File: src/rtl/glr_pkg.sv
`default_nettype none
package glr_pkg;

  // register map, word index taken from paddr[3:2]
  localparam int unsigned CfgAddrW = 4;
  localparam logic [1:0] REG_SPRITE_FORMAT = 2'd0;
  localparam logic [1:0] REG_GLYPH_WIDTH   = 2'd1;
  localparam logic [1:0] REG_GLYPH_HEIGHT  = 2'd2;
  localparam logic [1:0] REG_RANGES_IN_USE = 2'd3;

  // register reset values
  localparam logic       SpriteFormatRst = 1'b0;
  localparam logic [7:0] GlyphWidthRst   = 8'd8;
  localparam logic [7:0] GlyphHeightRst  = 8'd8;
  localparam logic [6:0] RangesInUseRst  = 7'd0;

  // input operation codes
  localparam logic OP_WRITE  = 1'b0;
  localparam logic OP_LOOKUP = 1'b1;

  // sprite formats
  localparam logic FMT_NATIVE     = 1'b0;
  localparam logic FMT_HORIZONTAL = 1'b1;

  localparam int unsigned RangeDepthDefault = 64;

  // field widths
  localparam int unsigned CodeW   = 16;
  localparam int unsigned BaseW   = 24;
  localparam int unsigned BytesW  = 13;
  localparam int unsigned ProdW   = CodeW + BytesW;
  localparam int unsigned OffsetW = 32;

  // one range table entry
  typedef struct packed {
    logic [CodeW-1:0] first;
    logic [CodeW-1:0] last;
    logic [BaseW-1:0] base;
  } range_entry_t;

  // search sequencer
  typedef enum logic [2:0] {
    S_IDLE,
    S_PROBE,
    S_CMP,
    S_MUL,
    S_ADD,
    S_OUT
  } glr_state_e;

endpackage
`default_nettype wire

File: src/rtl/glyph_range_lookup.sv
// glyph_range_lookup: turns a character code into the byte offset of its glyph bitmap.
// Input channel (in_valid_i / in_stall_o) carries one word: either a table write
// (operation 0: slot, first code, last code, byte offset) or a lookup (operation 1:
// char_code). A write completes at the accepting edge and gives no result word.
// A lookup gives one result word (found, glyph_offset, overflow) on the output
// channel (out_valid_o / out_stall_i).
// A lookup binary-searches the first ranges_in_use slots (at most RANGE_DEPTH); each
// probe addresses the table memory in S_PROBE, then compares on the registered read
// data in S_CMP. A hit then passes a multiply state and an add state before S_OUT; a
// miss goes from S_PROBE to S_OUT once the search window is empty. One lookup is in
// flight at a time; in_stall_o is high until the result has been moved into the
// output register, so no new word is taken before the last lookup is through.
// Writes can follow back to back.
// The output register holds its word while out_stall_i is high; a finished lookup
// then waits in the sequencer and the input stays stalled.
// Reset clears the sequencer, the output valid and the registers to their defaults
// (native format, 8x8 glyphs, no ranges in use). Table contents are undefined
// until written. The user must write the registers over the APB port only while idle;
// the block itself has no check for this.
`default_nettype none
module glyph_range_lookup
  import glr_pkg::*;
#(
  parameter int unsigned RANGE_DEPTH = RangeDepthDefault
) (
  input  wire logic                clk_i,
  input  wire logic                rst_ni,
  // configuration port
  input  wire logic                psel,
  input  wire logic                penable,
  input  wire logic                pwrite,
  input  wire logic [CfgAddrW-1:0] paddr,
  input  wire logic [31:0]         pwdata,
  output logic      [31:0]         prdata,
  output logic                     pready,
  // input channel
  input  wire logic                in_valid_i,
  output logic                     in_stall_o,
  input  wire logic                operation_i,
  input  wire logic [5:0]          entry_index_i,
  input  wire logic [15:0]         range_first_i,
  input  wire logic [15:0]         range_last_i,
  input  wire logic [23:0]         range_byte_offset_i,
  input  wire logic [15:0]         char_code_i,
  // output channel
  output logic                     out_valid_o,
  input  wire logic                out_stall_i,
  output logic                     found_o,
  output logic [31:0]              glyph_offset_o,
  output logic                     overflow_o
);

  localparam int unsigned IdxW = (RANGE_DEPTH > 1) ? $clog2(RANGE_DEPTH) : 1;
  localparam int unsigned CntW = $clog2(RANGE_DEPTH + 1);

  // configuration registers
  logic       sprite_format_q;
  logic [7:0] glyph_width_q;
  logic [7:0] glyph_height_q;
  logic [6:0] ranges_in_use_q;
  logic       cfg_wr;

  assign cfg_wr = psel & penable & pwrite;
  assign pready = 1'b1;

  always_ff @(posedge clk_i or negedge rst_ni) begin
    if (!rst_ni) begin
      sprite_format_q <= SpriteFormatRst;
      glyph_width_q   <= GlyphWidthRst;
      glyph_height_q  <= GlyphHeightRst;
      ranges_in_use_q <= RangesInUseRst;
    end else if (cfg_wr) begin
      unique case (paddr[3:2])
        REG_SPRITE_FORMAT: sprite_format_q <= pwdata[0];
        REG_GLYPH_WIDTH:   glyph_width_q   <= pwdata[7:0];
        REG_GLYPH_HEIGHT:  glyph_height_q  <= pwdata[7:0];
        REG_RANGES_IN_USE: ranges_in_use_q <= pwdata[6:0];
        default: ;
      endcase
    end
  end

  // register readback
  always_comb begin
    unique case (paddr[3:2])
      REG_SPRITE_FORMAT: prdata = {31'd0, sprite_format_q};
      REG_GLYPH_WIDTH:   prdata = {24'd0, glyph_width_q};
      REG_GLYPH_HEIGHT:  prdata = {24'd0, glyph_height_q};
      REG_RANGES_IN_USE: prdata = {25'd0, ranges_in_use_q};
      default:           prdata = 32'd0;
    endcase
  end

  // glyph size in bytes, registered off the config path
  logic [4:0]        cells;
  logic [7:0]        span;
  logic [BytesW-1:0] bytes_q;

  always_comb begin
    if (sprite_format_q == FMT_HORIZONTAL) begin
      cells = glyph_width_q[7:3];
      span  = glyph_height_q;
    end else begin
      cells = glyph_height_q[7:3];
      span  = glyph_width_q;
    end
    if (cells == 5'd0) begin
      cells = 5'd1;
    end
  end

  always_ff @(posedge clk_i) begin
    bytes_q <= BytesW'(cells) * BytesW'(span);
  end

  // sequencer state
  glr_state_e state_q, state_d;
  logic       in_acc;
  logic       out_free;
  logic       hit;
  logic       code_lt;

  assign in_acc   = in_valid_i & ~in_stall_o;
  assign out_free = ~out_valid_o | ~out_stall_i;

  // search window [lo, hi) and probe index
  logic [CntW-1:0] lo_q, hi_q, mid_q;
  logic [CntW-1:0] mid;
  logic [CntW:0]   mid_sum;

  assign mid_sum = (CntW + 1)'(lo_q) + (CntW + 1)'(hi_q) - (CntW + 1)'(1);
  assign mid     = mid_sum[CntW:1];

  // range table
  range_entry_t table_mem [RANGE_DEPTH];
  range_entry_t rd_q;
  logic         tbl_wr;
  logic         tbl_rd;

  always_ff @(posedge clk_i) begin
    if (tbl_wr) begin
      table_mem[IdxW'(entry_index_i)] <= '{first: range_first_i,
                                          last:  range_last_i,
                                          base:  range_byte_offset_i};
    end
    if (tbl_rd) begin
      rd_q <= table_mem[mid[IdxW-1:0]];
    end
  end

  // probe compare
  logic [CodeW-1:0] code_q;

  assign hit     = (code_q >= rd_q.first) && (code_q <= rd_q.last);
  assign code_lt = code_q < rd_q.first;

  // next state
  always_comb begin
    state_d = state_q;
    unique case (state_q)
      S_IDLE: begin
        if (in_acc && operation_i == OP_LOOKUP) begin
          state_d = S_PROBE;
        end
      end
      S_PROBE: begin
        if (lo_q < hi_q) begin
          state_d = S_CMP;
        end else begin
          state_d = S_OUT;
        end
      end
      S_CMP: begin
        if (hit) begin
          state_d = S_MUL;
        end else begin
          state_d = S_PROBE;
        end
      end
      S_MUL: state_d = S_ADD;
      S_ADD: state_d = S_OUT;
      S_OUT: begin
        if (out_free) begin
          state_d = S_IDLE;
        end
      end
      default: state_d = S_IDLE;
    endcase
  end

  // sequencer outputs
  always_comb begin
    in_stall_o = 1'b1;
    tbl_wr     = 1'b0;
    tbl_rd     = 1'b0;
    unique case (state_q)
      S_IDLE: begin
        in_stall_o = 1'b0;
        tbl_wr     = in_valid_i && operation_i == OP_WRITE &&
                     int'(entry_index_i) < RANGE_DEPTH;
      end
      S_PROBE: tbl_rd = lo_q < hi_q;
      default: ;
    endcase
  end

  always_ff @(posedge clk_i or negedge rst_ni) begin
    if (!rst_ni) begin
      state_q <= S_IDLE;
    end else begin
      state_q <= state_d;
    end
  end

  // search window update
  always_ff @(posedge clk_i or negedge rst_ni) begin
    if (!rst_ni) begin
      lo_q  <= '0;
      hi_q  <= '0;
      mid_q <= '0;
    end else begin
      unique case (state_q)
        S_IDLE: begin
          if (in_acc) begin
            lo_q <= '0;
            if (int'(ranges_in_use_q) > RANGE_DEPTH) begin
              hi_q <= CntW'(RANGE_DEPTH);
            end else begin
              hi_q <= CntW'(ranges_in_use_q);
            end
          end
        end
        S_PROBE: mid_q <= mid;
        S_CMP: begin
          if (!hit) begin
            if (code_lt) begin
              hi_q <= mid_q;
            end else begin
              lo_q <= mid_q + CntW'(1);
            end
          end
        end
        default: ;
      endcase
    end
  end

  // offset datapath: diff, multiply, add with saturation
  logic [CodeW-1:0] diff_q;
  logic [BaseW-1:0] base_q;
  logic [ProdW-1:0] prod_q;
  logic             found_q;
  logic [OffsetW:0] sum;

  assign sum = (OffsetW + 1)'(base_q) + (OffsetW + 1)'(prod_q);

  always_ff @(posedge clk_i) begin
    if (in_acc) begin
      code_q <= char_code_i;
    end
    unique case (state_q)
      S_IDLE:  found_q <= 1'b0;
      S_CMP: begin
        if (hit) begin
          diff_q  <= code_q - rd_q.first;
          base_q  <= rd_q.base;
          found_q <= 1'b1;
        end
      end
      S_MUL:   prod_q <= ProdW'(diff_q) * ProdW'(bytes_q);
      default: ;
    endcase
  end

  logic [OffsetW-1:0] offs_q;
  logic               ovf_q;

  always_ff @(posedge clk_i) begin
    if (state_q == S_IDLE) begin
      offs_q <= '0;
      ovf_q  <= 1'b0;
    end else if (state_q == S_ADD) begin
      if (sum[OffsetW]) begin
        offs_q <= '1;
        ovf_q  <= 1'b1;
      end else begin
        offs_q <= sum[OffsetW-1:0];
        ovf_q  <= 1'b0;
      end
    end
  end

  // output register
  logic out_valid_q;

  always_ff @(posedge clk_i or negedge rst_ni) begin
    if (!rst_ni) begin
      out_valid_q <= 1'b0;
    end else if (state_q == S_OUT && out_free) begin
      out_valid_q <= 1'b1;
    end else if (!out_stall_i) begin
      out_valid_q <= 1'b0;
    end
  end

  always_ff @(posedge clk_i) begin
    if (state_q == S_OUT && out_free) begin
      found_o        <= found_q;
      glyph_offset_o <= offs_q;
      overflow_o     <= ovf_q;
    end
  end

  assign out_valid_o = out_valid_q;

  // a miss carries a zero offset and no overflow
  a_miss_zero: assert property (@(posedge clk_i) disable iff (!rst_ni)
    out_valid_o && !found_o |-> glyph_offset_o == '0 && !overflow_o)
    else $error("miss with nonzero offset or overflow");

  // saturation only with the all-ones offset
  a_ovf_sat: assert property (@(posedge clk_i) disable iff (!rst_ni)
    out_valid_o && overflow_o |-> found_o && glyph_offset_o == '1)
    else $error("overflow without saturated offset");

  // search window stays ordered and inside the table
  a_window: assert property (@(posedge clk_i) disable iff (!rst_ni)
    lo_q <= hi_q && int'(hi_q) <= RANGE_DEPTH)
    else $error("search window out of order");

  // a table write produces no result word
  a_write_silent: assert property (@(posedge clk_i) disable iff (!rst_ni)
    in_acc && operation_i == OP_WRITE |=> !$rose(out_valid_o))
    else $error("result word after table write");

endmodule
`default_nettype wire

File: config.mk
export PLATFORM = sky130hd
export DESIGN_NAME = glyph_range_lookup
export DESIGN_NICKNAME = d
export VERILOG_FILES = /design/src/rtl/glr_pkg.sv /design/src/rtl/glyph_range_lookup.sv
export SDC_FILE = /design/constraint.sdc
export NUM_CORES = 2
export LEC_CHECK = 0
export BUFFER_PORTS_ARGS = -buffer_cell sky130_fd_sc_hd__clkbuf_2
export CAP_MARGIN = 10
export CORE_UTILIZATION = 60
export CTS_CLUSTER_DIAMETER = 120
export CTS_CLUSTER_SIZE = 20
export DETAILED_ROUTE_END_ITERATION = 10
export GPL_TIMING_DRIVEN = 1
export PLACE_DENSITY_LB_ADDON = 0.1
export REMOVE_ABC_BUFFERS = 1
export SLEW_MARGIN = 20
export SYNTH_ARGS = -nofsm -noshare
export SYNTH_HDL_FRONTEND = slang
export SYNTH_SLANG_ARGS = --single-unit
File: constraint.sdc
create_clock -name clk_i -period 7.85 [get_ports clk_i]
set_input_delay 1.57 -clock clk_i [delete_from_list [all_inputs] [get_ports clk_i]]
set_output_delay 1.57 -clock clk_i [all_outputs]
set_load 0.05 [all_outputs]
==> results.txt <==
Clock skew -> 38.4 ps
Synth Cell Area -> 0.156 mm²
Cell repeated most along the worst path -> fa_1
Cell Chain, Critical Path -> and2_1, fa_1, inv_1, fa_1, inv_1, fa_1, fa_1, inv_1, fa_1, inv_1, ha_1, a2111oi_0, o21ai_0, a31o_1, a221oi_2, nor2_1, a311o_1, a21oi_1, xnor2_1
Total of max-cap violations -> 0
Unique masters post-synth -> 65
Starting Density -> 0.605
Final-report hold violation count -> 0
Core area -> 0.257 mm²
Die width -> 511 µm
I/O Pins -> 191
# DRC -> 0
Drt wl/cell -> 36.8 µm
Post-route ant nets -> 0
Number of antenna violations at the first check in global routing -> 35
Hold buffers post-CTS -> 0
Cell Count, Final, Fillers Out -> 10.7k
# H-tree levels -> 4
RSZ-0062 raised after global routing -> no
Synth area leaders -> edfxtp_1 (72%), mux4_2 (17%), fa_1 (2.2%)
Cts repair resizes -> 0
Final core occ -> 0.652
Total global-route track usage -> 0.304
Crit end category -> register
Slowest CP cell -> edfxtp_1
Grt ovf -> 0
First-pass GRT wire length -> 554,000 µm
Num rows -> 186
Startpoint class of the critical path -> register
Number of setup violations in the final report -> 0
FF-to-FF setup slack -> 1530 ps
WP buf/inv -> 4
Routed WL -> 393,000 µm
Relative slew slack -> 0.195
Critical setup path kind -> reg -> reg
Routed vias -> 73.7k
Port Buffers -> 136
Clock Tree Root -> clkbuf_16
Most common cell in the netlist -> edfxtp_1
Path category of the worst min-delay check -> reg -> reg
Syn Inst Count -> 7,034
Status -> finished clean
CP Data Required Time -> 8490 ps
Yosys reg bits -> 3,849
Layout cells sized above 1 -> 0.254
Worst-path fanout max -> 13
Achievable Freq -> 158 MHz
Clock Latency Late Sink -> 900 ps
Async S/R FF share, synth -> 0.0127
Area Growth Syn to Fin -> 7.68%
Slack of the critical path -> 1530 ps
Dpl cell area -> 0.162 mm²
Least-Margin Pin Slew -> 1200 ps
CTS tree -> built
Synth Warn # -> 0
Post-route cell area -> 0.168 mm²
Dpl cells -> 10.4k
Largest net degree at the start of global routing -> 122
Setup WS pre-CTS -> 1510 ps
Number of DRC markers in iteration 0 -> 11.0k
Syn avg cell area -> 22.1 µm²
Max Transition Viols Final -> 0
1st-pass router iterations -> 5
CTS buffer count -> 210
CTS clk-pin slew, worst paths -> 90 ps
Largest stage delay on the critical path -> 670 ps
CTS Sinks -> 3,849
Die area -> 0.262 mm²
HPWL after detailed placement -> 217,000 µm
Top FF cell, synth -> edfxtp_1
Minimum clock period -> 6320 ps
Vias per cell -> 6.90
Post-CTS setup buffers -> 0
Most instantiated cells after synthesis -> edfxtp_1 (3,757), mux4_2 (1,177), inv_1 (318)
Die height -> 511 µm
Clock tree buffer depth -> 3
Crit share post-route -> 0.806
Seq/Total Area, Yosys -> 0.738
EDFF count, synth -> 3,757
Crit-path leading delay family -> adder cells
Critical Path AT -> 6960 ps
Synth top area share -> 0.724
Number of global-route vias before repair -> 73.5k
Routability congestion estimate -> 0.845
Leading area contributor after synthesis -> edfxtp_1
Final nets -> 7,704
cells by family after synthesis:
group	share of synthesized area
compound gates	0.0126
xor+xnor	0.00399
fa+ha+maj	0.0362
buf+inv	0.0182
flops	0.738
mux	0.174
other cells	0.0000482
simple gates	0.0174
cells in the final DEF (no fill, tap or decap), types with 10 or more instances in the layout:
| master | n |
|---|---|
| edfxtp_1 | 3757 |
| mux4_2 | 1177 |
| inv_1 | 318 |
| clkbuf_16 | 217 |
| nand2_1 | 205 |
| fa_1 | 174 |
| ha_1 | 169 |
| buf_4 | 115 |
| and2_1 | 107 |
| clkbuf_2 | 95 |
| a21oi_1 | 79 |
| buf_12 | 69 |
| nor2_4 | 64 |
| o21ai_0 | 52 |
| nor2_1 | 51 |
| dfrtp_1 | 47 |
| xnor2_1 | 43 |
| dfxtp_1 | 43 |
| mux2_2 | 40 |
| buf_2 | 40 |
| nand3_1 | 39 |
| a21o_1 | 39 |
| conb_1 | 28 |
| clkbuf_1 | 27 |
| xor2_1 | 24 |
| nor2b_1 | 21 |
| o21a_1 | 18 |
| nor3_1 | 17 |
| diode_2 | 16 |
| mux2i_1 | 13 |
| a22o_1 | 12 |
| a32o_1 | 11 |
| o31ai_1 | 11 |
| o21bai_1 | 11 |
| a31oi_1 | 10 |
| nand4_1 | 10 |
cell type report:
cell class | count | area [µm²]
well taps | 3384 | 4230
multi-input cells | 2535 | 38700
inverters | 320 | 1200
flip-flops and latches | 3849 | 115000
fillers | 16620 | 89700
diodes | 16 | 40.0
clock buffers | 245 | 5540
clock inverters | 7 | 134
repair buffers | 321 | 2980
worst register-to-register path, stage by stage, from the launching register on:
cell and delay (ps):
edfxtp_1 670, and2_1 280, fa_1 500, inv_1 60
fa_1 480, inv_1 60, fa_1 490, fa_1 560
inv_1 60, fa_1 470, inv_1 50, ha_1 370
a2111oi_0 440, o21ai_0 180, a31o_1 250, a221oi_2 430
nor2_1 120, a311o_1 370, a21oi_1 200, xnor2_1 80
sequential cells by signal (all words and copies together) (netlist names):
name	count
found_q	1
state_q	3
out_valid_o	1
hi_q	7
prod_q	29
bytes_q	13
lo_q	7
found_o	1
glyph_width_q	8
code_q	16
base_q	24
sprite_format_q	1
ranges_in_use_q	7
offs_q	30
mid_q	7
glyph_height_q	8
table_mem	3584
diff_q	16
glyph_offset_o	30
rd_q	56
final timing paths:
| path | from | to | cells past startpoint |
|---|---|---|---|
| max in group asynchronous | rst_ni | mid_q[3] | 2 |
| worst min register to register | rd_q[9] | base_q[9] | 0 |
| min in group asynchronous | rst_ni | state_q[2] | 2 |
| worst min-delay path | rd_q[9] | base_q[9] | 0 |
| worst max-delay path | diff_q[13] | prod_q[28] | 19 |
| worst max register to register | diff_q[13] | prod_q[28] | 19 |
per-stage QoR:
| step | hold WS (ps) | setup TNS (ps) |
|---|---|---|
| 2_1_floorplan | 400 | -1650830 |
| 3_3_place_gp | 406 | 0 |
| 3_5_place_dp | 405 | 0 |
| 4_1_cts | 428 | 0 |
| 5_1_grt | 433 | 0 |
| 6_report | 425 | 0 |
layer usage:
layer,share of wire,track usage,vias up
li1,-,-,29112
met1,0.38,0.435,40207
met2,0.50,0.493,3793
met3,0.092,0.0503,536
met4,0.029,0.0840,12
met5,0.00018,0,-
Power is not shown: default switching activity piles up to over one toggle a cycle in this logic, so the estimate is an artifact.
